## config.mk

```make
export PLATFORM = sky130hd
export DESIGN_NAME = device_offline_watchdog
export DESIGN_NICKNAME = d
export VERILOG_FILES = /design/src/hdl/dow_pkg.sv /design/src/hdl/dow_time_mem.sv /design/src/hdl/dow_seq.sv /design/src/hdl/device_offline_watchdog.sv
export SDC_FILE = /design/constraint.sdc
export NUM_CORES = 1
export LEC_CHECK = 0
export ABC_AREA = 1
export BUFFER_PORTS_ARGS = -buffer_cell sky130_fd_sc_hd__buf_2
export CAP_MARGIN = 20
export CORE_MARGIN = 2
export CORE_UTILIZATION = 55
export DETAILED_ROUTE_END_ITERATION = 8
export GPL_TIMING_DRIVEN = 1
export PLACE_DENSITY_LB_ADDON = 0.1
export REMOVE_ABC_BUFFERS = 1
export SETUP_SLACK_MARGIN = 0.02
export SLEW_MARGIN = 0
export SYNTH_ARGS = -nofsm -noshare
export SYNTH_HDL_FRONTEND = slang
export SYNTH_SLANG_ARGS = --single-unit
```

## constraint.sdc

```tcl
create_clock -name clk -period 5 [get_ports clk]
set_input_delay 0.5 -clock clk [delete_from_list [all_inputs] [get_ports clk]]
set_output_delay 0.5 -clock clk [all_outputs]
set_load 0.01 [all_outputs]
```

## src/hdl/dow_pkg.sv

```systemverilog
// types and constants of the device offline watchdog
`timescale 1ns / 1ps

package dow_pkg;

  // request opcodes
  localparam logic [1:0] OP_TICK      = 2'd0;
  localparam logic [1:0] OP_HEARTBEAT = 2'd1;
  localparam logic [1:0] OP_SCAN      = 2'd2;

  // configuration register indexes
  localparam logic [1:0] REG_OFFLINE_TICKS = 2'd0;
  localparam logic [1:0] REG_ONLINE_TICKS  = 2'd1;
  localparam logic [1:0] REG_CHANNEL_EN    = 2'd2;
  localparam logic [1:0] REG_CHANNEL_PRIO  = 2'd3;

  // configuration reset values
  localparam logic [15:0] OFFLINE_TICKS_RST = 16'd30;
  localparam logic [15:0] ONLINE_TICKS_RST  = 16'd40;
  localparam logic [7:0]  CHANNEL_EN_RST    = 8'd255;
  localparam logic [31:0] CHANNEL_PRIO_RST  = 32'd15;

  // worst channel code for no offline channel
  localparam logic [3:0] NONE_CHANNEL = 4'd8;

  // address width of the time memory request
  localparam int MEM_ADDR_W = 3;

  typedef struct packed {
    logic [1:0] opcode;
    logic [2:0] channel;
    logic       data_bad;
  } req_t;

  typedef struct packed {
    logic [7:0] error_mask;
    logic [7:0] lost_mask;
    logic [7:0] offline_mask;
    logic       any_offline;
    logic [3:0] worst_channel;
    logic       data_error_action;
  } rsp_t;

  typedef struct packed {
    logic [15:0] offline_ticks;
    logic [15:0] online_ticks;
    logic [7:0]  channel_enable;
    logic [31:0] channel_priorities;
  } cfg_t;

  typedef struct packed {
    logic [31:0] heard_time;
    logic [31:0] online_since;
  } time_ent_t;

  typedef struct packed {
    logic                  rd_en;
    logic [MEM_ADDR_W-1:0] rd_addr;
    logic                  wr_en;
    logic [MEM_ADDR_W-1:0] wr_addr;
    time_ent_t             wr_data;
  } mem_req_t;

endpackage

```

## src/hdl/dow_time_mem.sv

```systemverilog
// per-channel time memory: last heartbeat and online-since ticks
`timescale 1ns / 1ps

module dow_time_mem
  import dow_pkg::*;
#(
  parameter int CHANNELS = 8
) (
  input  logic      clk,
  input  logic      rst,
  input  mem_req_t  mem_req,
  output time_ent_t rdata
);

  localparam int CH_W = (CHANNELS > 1) ? $clog2(CHANNELS) : 1;

  time_ent_t           mem [CHANNELS];
  logic [CHANNELS-1:0] valid;
  time_ent_t           rdata_raw;
  logic                rd_hit;

  // storage write and registered read
  always_ff @(posedge clk) begin
    if (mem_req.wr_en) begin
      mem[mem_req.wr_addr[CH_W-1:0]] <= mem_req.wr_data;
    end
    if (mem_req.rd_en) begin
      rdata_raw <= mem[mem_req.rd_addr[CH_W-1:0]];
    end
  end

  // written-entry marks, an unwritten entry reads as zero
  always_ff @(posedge clk) begin
    if (rst) begin
      valid  <= '0;
      rd_hit <= 1'b0;
    end else begin
      if (mem_req.wr_en) begin
        valid[mem_req.wr_addr[CH_W-1:0]] <= 1'b1;
      end
      if (mem_req.rd_en) begin
        rd_hit <= valid[mem_req.rd_addr[CH_W-1:0]];
      end
    end
  end

  assign rdata = rd_hit ? rdata_raw : '0;

endmodule

```

## src/hdl/dow_seq.sv

```systemverilog
// request sequencer: tick counter, channel flags and memory scan
`timescale 1ns / 1ps

module dow_seq
  import dow_pkg::*;
#(
  parameter int CHANNELS = 8
) (
  input  logic      clk,
  input  logic      rst,
  input  logic      start,
  input  req_t      req,
  input  cfg_t      cfg,
  input  time_ent_t mem_rdata,
  output mem_req_t  mem_req,
  output logic      busy,
  output logic      rsp_valid,
  output rsp_t      rsp
);

  localparam int CH_W = (CHANNELS > 1) ? $clog2(CHANNELS) : 1;
  localparam logic [CH_W-1:0] LAST_IDX = CH_W'(CHANNELS - 1);

  typedef enum logic [2:0] {
    S_IDLE,
    S_HB_RD,
    S_HB_WR,
    S_SCAN,
    S_DRAIN,
    S_FINISH
  } state_t;

  state_t              state;
  logic [31:0]         tick_now;
  logic [CHANNELS-1:0] lost;
  logic [CHANNELS-1:0] err;
  logic [CHANNELS-1:0] derr;
  logic [CHANNELS-1:0] off_bits;
  logic                aggregate;
  logic [3:0]          worst_index;
  logic [3:0]          worst_prio;
  logic                action;
  logic [CH_W-1:0]     hb_ch;
  logic                hb_bad;
  logic [CH_W-1:0]     scan_idx;
  logic                eval_vld;
  logic [CH_W-1:0]     eval_idx;

  logic [31:0] heard_age;
  logic [31:0] online_age;
  logic        is_off;
  logic        is_unst;
  logic        eval_en;
  logic [3:0]  eval_prio;
  logic        hb_in_range;

  assign busy = (state != S_IDLE);

  // channel classification from the entry read last cycle
  always_comb begin
    heard_age   = tick_now - mem_rdata.heard_time;
    online_age  = tick_now - mem_rdata.online_since;
    is_off      = heard_age > {16'b0, cfg.offline_ticks};
    is_unst     = online_age < {16'b0, cfg.online_ticks};
    eval_en     = cfg.channel_enable[eval_idx];
    eval_prio   = cfg.channel_priorities[4 * eval_idx +: 4];
    hb_in_range = {29'b0, req.channel} < 32'(CHANNELS);
  end

  // memory port: scan reads, heartbeat read-modify-write
  always_comb begin
    mem_req.rd_en   = (state == S_SCAN) || (state == S_HB_RD);
    mem_req.rd_addr = (state == S_SCAN) ? MEM_ADDR_W'(scan_idx) : MEM_ADDR_W'(hb_ch);
    mem_req.wr_en   = (state == S_HB_WR);
    mem_req.wr_addr = MEM_ADDR_W'(hb_ch);
    mem_req.wr_data.heard_time   = tick_now;
    mem_req.wr_data.online_since = lost[hb_ch] ? tick_now : mem_rdata.online_since;
  end

  // state, flags and registered result
  always_ff @(posedge clk) begin
    if (rst) begin
      state       <= S_IDLE;
      tick_now    <= '0;
      lost        <= '0;
      err         <= '0;
      derr        <= '0;
      off_bits    <= '0;
      aggregate   <= 1'b0;
      worst_index <= NONE_CHANNEL;
      worst_prio  <= '0;
      action      <= 1'b0;
      scan_idx    <= '0;
      eval_vld    <= 1'b0;
      eval_idx    <= '0;
      rsp_valid   <= 1'b0;
    end else begin
      rsp_valid <= (state == S_FINISH);
      eval_vld  <= (state == S_SCAN);

      // scan evaluation, one channel a cycle
      if (eval_vld && eval_en) begin
        if (is_off) begin
          if (!err[eval_idx]) begin
            lost[eval_idx] <= 1'b1;
            err[eval_idx]  <= 1'b1;
          end
          off_bits[eval_idx] <= 1'b1;
          aggregate          <= 1'b1;
          if (eval_prio > worst_prio) begin
            worst_index <= 4'(eval_idx);
            worst_prio  <= eval_prio;
          end
        end else if (is_unst) begin
          lost[eval_idx] <= 1'b0;
          err[eval_idx]  <= 1'b1;
        end else begin
          lost[eval_idx] <= 1'b0;
          err[eval_idx]  <= derr[eval_idx];
        end
      end

      case (state)
        S_IDLE: begin
          if (start) begin
            off_bits <= '0;
            action   <= 1'b0;
            case (req.opcode)
              OP_TICK: begin
                tick_now <= tick_now + 32'd1;
                state    <= S_FINISH;
              end
              OP_HEARTBEAT: begin
                hb_ch  <= req.channel[CH_W-1:0];
                hb_bad <= req.data_bad;
                state  <= hb_in_range ? S_HB_RD : S_FINISH;
              end
              OP_SCAN: begin
                aggregate   <= 1'b0;
                worst_index <= NONE_CHANNEL;
                worst_prio  <= '0;
                scan_idx    <= '0;
                state       <= S_SCAN;
              end
              default: begin
                state <= S_FINISH;
              end
            endcase
          end
        end
        S_HB_RD: begin
          state <= S_HB_WR;
        end
        S_HB_WR: begin
          // entry write happens on the memory port this cycle
          lost[hb_ch] <= 1'b0;
          if (hb_bad) begin
            err[hb_ch]  <= 1'b1;
            derr[hb_ch] <= 1'b1;
            action      <= 1'b1;
          end else begin
            derr[hb_ch] <= 1'b0;
          end
          state <= S_FINISH;
        end
        S_SCAN: begin
          eval_idx <= scan_idx;
          if (scan_idx == LAST_IDX) begin
            state <= S_DRAIN;
          end else begin
            scan_idx <= scan_idx + 1'b1;
          end
        end
        S_DRAIN: begin
          state <= S_FINISH;
        end
        S_FINISH: begin
          rsp.error_mask            <= 8'(err);
          rsp.lost_mask             <= 8'(lost);
          rsp.offline_mask          <= 8'(off_bits);
          rsp.any_offline           <= aggregate;
          rsp.worst_channel         <= worst_index;
          rsp.data_error_action     <= action;
          state                     <= S_IDLE;
        end
        default: begin
          state <= S_IDLE;
        end
      endcase
    end
  end

endmodule

```

## src/hdl/device_offline_watchdog.sv

```systemverilog
// top level of the device offline watchdog
//
//   channel   signals                         direction  handshake
//   request   start, busy, req                in         start && !busy
//   result    rsp_valid, rsp                  out        one-cycle strobe
//   config    cfg_valid, cfg_ready,           in         cfg_valid && cfg_ready
//             cfg_index, cfg_data
//
// tick, unused opcode and out-of-range heartbeat: from accept through the finish state to the result strobe
// heartbeat: read-modify-write of the time memory entry, through the read, write and finish states
// scan: one time memory read per channel, each evaluated in the cycle after its read, then drain and finish
// reset is synchronous: flags, tick counter and memory entry marks clear at once
// the result strobe cannot be stalled; the next request is taken in its cycle
`timescale 1ns / 1ps

module device_offline_watchdog
  import dow_pkg::*;
#(
  parameter int CHANNELS = 8
) (
  input  logic        clk,
  input  logic        rst,
  input  logic        start,
  output logic        busy,
  input  req_t        req,
  output logic        rsp_valid,
  output rsp_t        rsp,
  input  logic        cfg_valid,
  output logic        cfg_ready,
  input  logic [1:0]  cfg_index,
  input  logic [31:0] cfg_data
);

  cfg_t      cfg;
  mem_req_t  mem_req;
  time_ent_t mem_rdata;

  assign cfg_ready = 1'b1;

  // configuration registers
  always_ff @(posedge clk) begin
    if (rst) begin
      cfg.offline_ticks      <= OFFLINE_TICKS_RST;
      cfg.online_ticks       <= ONLINE_TICKS_RST;
      cfg.channel_enable     <= CHANNEL_EN_RST;
      cfg.channel_priorities <= CHANNEL_PRIO_RST;
    end else if (cfg_valid && cfg_ready) begin
      case (cfg_index)
        REG_OFFLINE_TICKS: cfg.offline_ticks      <= cfg_data[15:0];
        REG_ONLINE_TICKS:  cfg.online_ticks       <= cfg_data[15:0];
        REG_CHANNEL_EN:    cfg.channel_enable     <= cfg_data[7:0];
        REG_CHANNEL_PRIO:  cfg.channel_priorities <= cfg_data;
        default: begin
        end
      endcase
    end
  end

  // request sequencer
  dow_seq #(
    .CHANNELS (CHANNELS)
  ) u_seq (
    .clk       (clk),
    .rst       (rst),
    .start     (start),
    .req       (req),
    .cfg       (cfg),
    .mem_rdata (mem_rdata),
    .mem_req   (mem_req),
    .busy      (busy),
    .rsp_valid (rsp_valid),
    .rsp       (rsp)
  );

  // per-channel time memory
  dow_time_mem #(
    .CHANNELS (CHANNELS)
  ) u_mem (
    .clk     (clk),
    .rst     (rst),
    .mem_req (mem_req),
    .rdata   (mem_rdata)
  );

endmodule

```

==> results.sh <==
export IMPL_dpl_instance_area_um2=37900
export IMPL_ctsResizeCount=0
export IMPL_synth_seq_area_share=0.594
export IMPL_synth_flop_cell="edfxtp_1"
export IMPL_vdd_drop_max_v=0.000317
export IMPL_area_growth_pct=10.7
export IMPL_crit_path_end_kind="flip-flop"
export IMPL_die_h_um=261
export IMPL_fin_area_um2=40300
export IMPL_fin_nets=4047
export IMPL_cts_tree="done"
export IMPL_io_pins=77
export IMPL_grt_pass1_vias=25200
export IMPL_drt_total_wl_um=94000
export IMPL_start_kind="flip-flop"
export IMPL_synth_edf_count=610
export IMPL_avgViaCountPerCell=5.56
export IMPL_antenna_cells=0
export IMPL_routedWlPerCell_um=19.5
export IMPL_avgSynthCellArea_um2=9.53
export IMPL_rows=94
export IMPL_p_per_area_nw_per_um2=401
export IMPL_port_buffers=75
export IMPL_synth_cell_types=66
export IMPL_setup_violations=0
export IMPL_finalWorstSetupSlack_ps=678
export IMPL_crit_fanout=18
export IMPL_synthArstFlopShare=0
export IMPL_gp_congestion=0.973
export IMPL_dieWidth_um=261
export IMPL_grt_setup_unrepaired="no"
export IMPL_fillCellCount=5542
export IMPL_cts_buffers=80
export IMPL_grt_pass1_wl_um=145000
export IMPL_crit_type="flip-flop to flip-flop"
export IMPL_drv_slew=0
export IMPL_grt_start_max_net_pins=209
export IMPL_fp_coreArea_um2=65600
export IMPL_grt_overflow_total=0
export IMPL_timing_final_crit_share=0.864
export IMPL_hold_viol=0
export IMPL_clockBufferDepth=3
export IMPL_cap_violations=0
export IMPL_grt_usage=0.277
export IMPL_netlist_instances=3822
export IMPL_fmax_ghz=0.231
export IMPL_vias=26800
export IMPL_cts_setup_buffers=0
export IMPL_ctsHoldBuffers=0
export IMPL_cts_max_level=3
export IMPL_insertion_delay_ps=620
export IMPL_skew_ps=14.0
export IMPL_antenna_left=0
export IMPL_worstHoldPathType="input pin to flip-flop"
export IMPL_syn_area_um2=36400
export IMPL_first_iter_violations=2410
export IMPL_cts_root_buf="clkbuf_16"
export IMPL_clock_sinks=776
export IMPL_dr_pass1_iters=7
export IMPL_dp_slack_ps=718
export IMPL_drc=0
export IMPL_dpl_hpwl_um=60400
export IMPL_arrival_ps=4830
export IMPL_slew_headroom=0.0434
export IMPL_status="finished clean"
export IMPL_worst_pin_slew_ps=1430
export IMPL_ys_warn_count=0
export IMPL_required_ps=5510
export IMPL_p_leak_nw=16.3
export IMPL_die_area_um2=68300
export IMPL_clkTransAtPathRegs_ps=60
export IMPL_antenna_found_initial=0
export IMPL_finalCriticalPeriod_ps=4320
export IMPL_initial_core_util=0.555
export IMPL_drive_gt1_frac=0.0854
export IMPL_synth_seq_cells=776
## worst max-delay path: stages, from the launching register on
cell and delay [ps]:
dfxtp_1 520, inv_1 160, ha_1 260, fa_1 410, inv_1 120, nand3_1 70, nand3_1 160, nand3_1 110
nand3_1 160, xor2_1 110, ha_1 280, nand2_1 70, nor4_1 360, nand2_1 90, nand2_1 70, nand2_1 60
nand2_1 90, a21oi_1 50, nand3_1 70, nor2_1 50, nand2_2 300, nand3_2 330, o21ai_0 250, nor2_1 60
## registers in the layout, indices dropped and copies added (netlist names), 4 cells and up, named ones only
register,flops
u_seq.tick_now,32
u_seq.off_bits,8
u_seq.lost,8
u_mem.rdata_raw,64
u_seq.rsp,30
u_seq.worst_index,4
cfg,72
u_mem.mem,512
u_seq.worst_prio,4
u_seq.err,8
u_mem.valid,8
## routing by layer
metal	global-route usage	vias up	routed length, um
met5	0	-	0
met4	0.110	0	3510
met3	0.0305	157	5430
met2	0.446	822	43300
met1	0.387	12700	41800
li1	-	13100	-
## layout make-up
| cell class | count | area (um^2) | area share |
|---|---|---|---|
| inverter | 424 | 1620 | 0.0401 |
| clock inverter | 44 | 350 | 0.00869 |
| sequential | 776 | 21600 | 0.537 |
| tap | 864 | 1080 | 0.0268 |
| clock buffer | 100 | 2100 | 0.0520 |
| multi-input combinational | 2469 | 12600 | 0.312 |
| timing repair buffer | 143 | 968 | 0.0240 |
## per-stage QoR
stage          setup TNS, ps  std cells  hold slack (ps)  utilization  total power, mW
3_3_place_gp               0       4675              412        0.577             10.6
3_5_place_dp               0       4676              415        0.577             10.6
5_1_grt                    0       4820             40.5        0.615             16.9
4_1_cts                    0       4820             22.2        0.615             16.2
2_1_floorplan        -487790       3669              408            -             9.69
6_report                   0       4820             53.6        0.615             16.2
## path summary, 6_finish.rpt
| check | startpoint | endpoint | slack (ps) | cells after the start |
|---|---|---|---|---|
| worst min register to register | u_seq.action$_SDFFE_PP0P_ | u_seq.rsp[0]$_DFFE_PP_ | 430 | 0 |
| worst min-delay path | req[0] | u_seq.hb_bad$_DFFE_PP_ | 50 | 1 |
| worst max-delay path | u_seq.tick_now[0]$_SDFFE_PP0P_ | u_seq.worst_prio[3]$_SDFF_PP0_ | 680 | 23 |
| worst max register to register | u_seq.tick_now[0]$_SDFFE_PP0P_ | u_seq.worst_prio[3]$_SDFF_PP0_ | 680 | 23 |
## cell usage in the layout, fill, tap and decap left out, types with 34 or more instances in the layout
cell type,count
nand2_1,694
edfxtp_1,610
nor2_1,589
inv_1,401
o21ai_0,336
a21oi_1,194
dfxtp_1,165
ha_1,107
nand3_1,103
clkbuf_16,80
buf_2,75
o22ai_1,72
o21bai_1,72
a31oi_1,66
buf_4,62
nor3_1,34
## power breakdown
part | total [mW] | internal (mW) | switching [mW]
Clock | 5.64 | 3.19 | 2.45
Sequential | 7.31 | 7.21 | 0.102
Combinational | 3.22 | 1.00 | 2.22
Total | 16.2 | 11.4 | 4.77
## synth_stat cells, drive strengths merged (39+ instances only)
master,number,area [um^2]
buf,54,284
nand3,114,633
o21bai,72,541
dfxtp,166,3320
nand2,705,2680
clkbuf,99,375
nor3,39,226
a21oi,199,1010
o22ai,72,450
a31oi,66,413
nor2,605,2360
inv,421,1580
edfxtp,610,18300
ha,107,1340
o21ai,348,1750
## kinds of logic after synthesis
family / share of synthesized area
XOR/XNOR: 0.00841
AND/OR/NAND/NOR: 0.171
AO/OA/AOI/OAI: 0.127
adder cells (fa/ha/maj): 0.0378
other: 0.000103
flip-flops: 0.594
buffers and inverters: 0.0619
(Power assumes the default switching activity.)
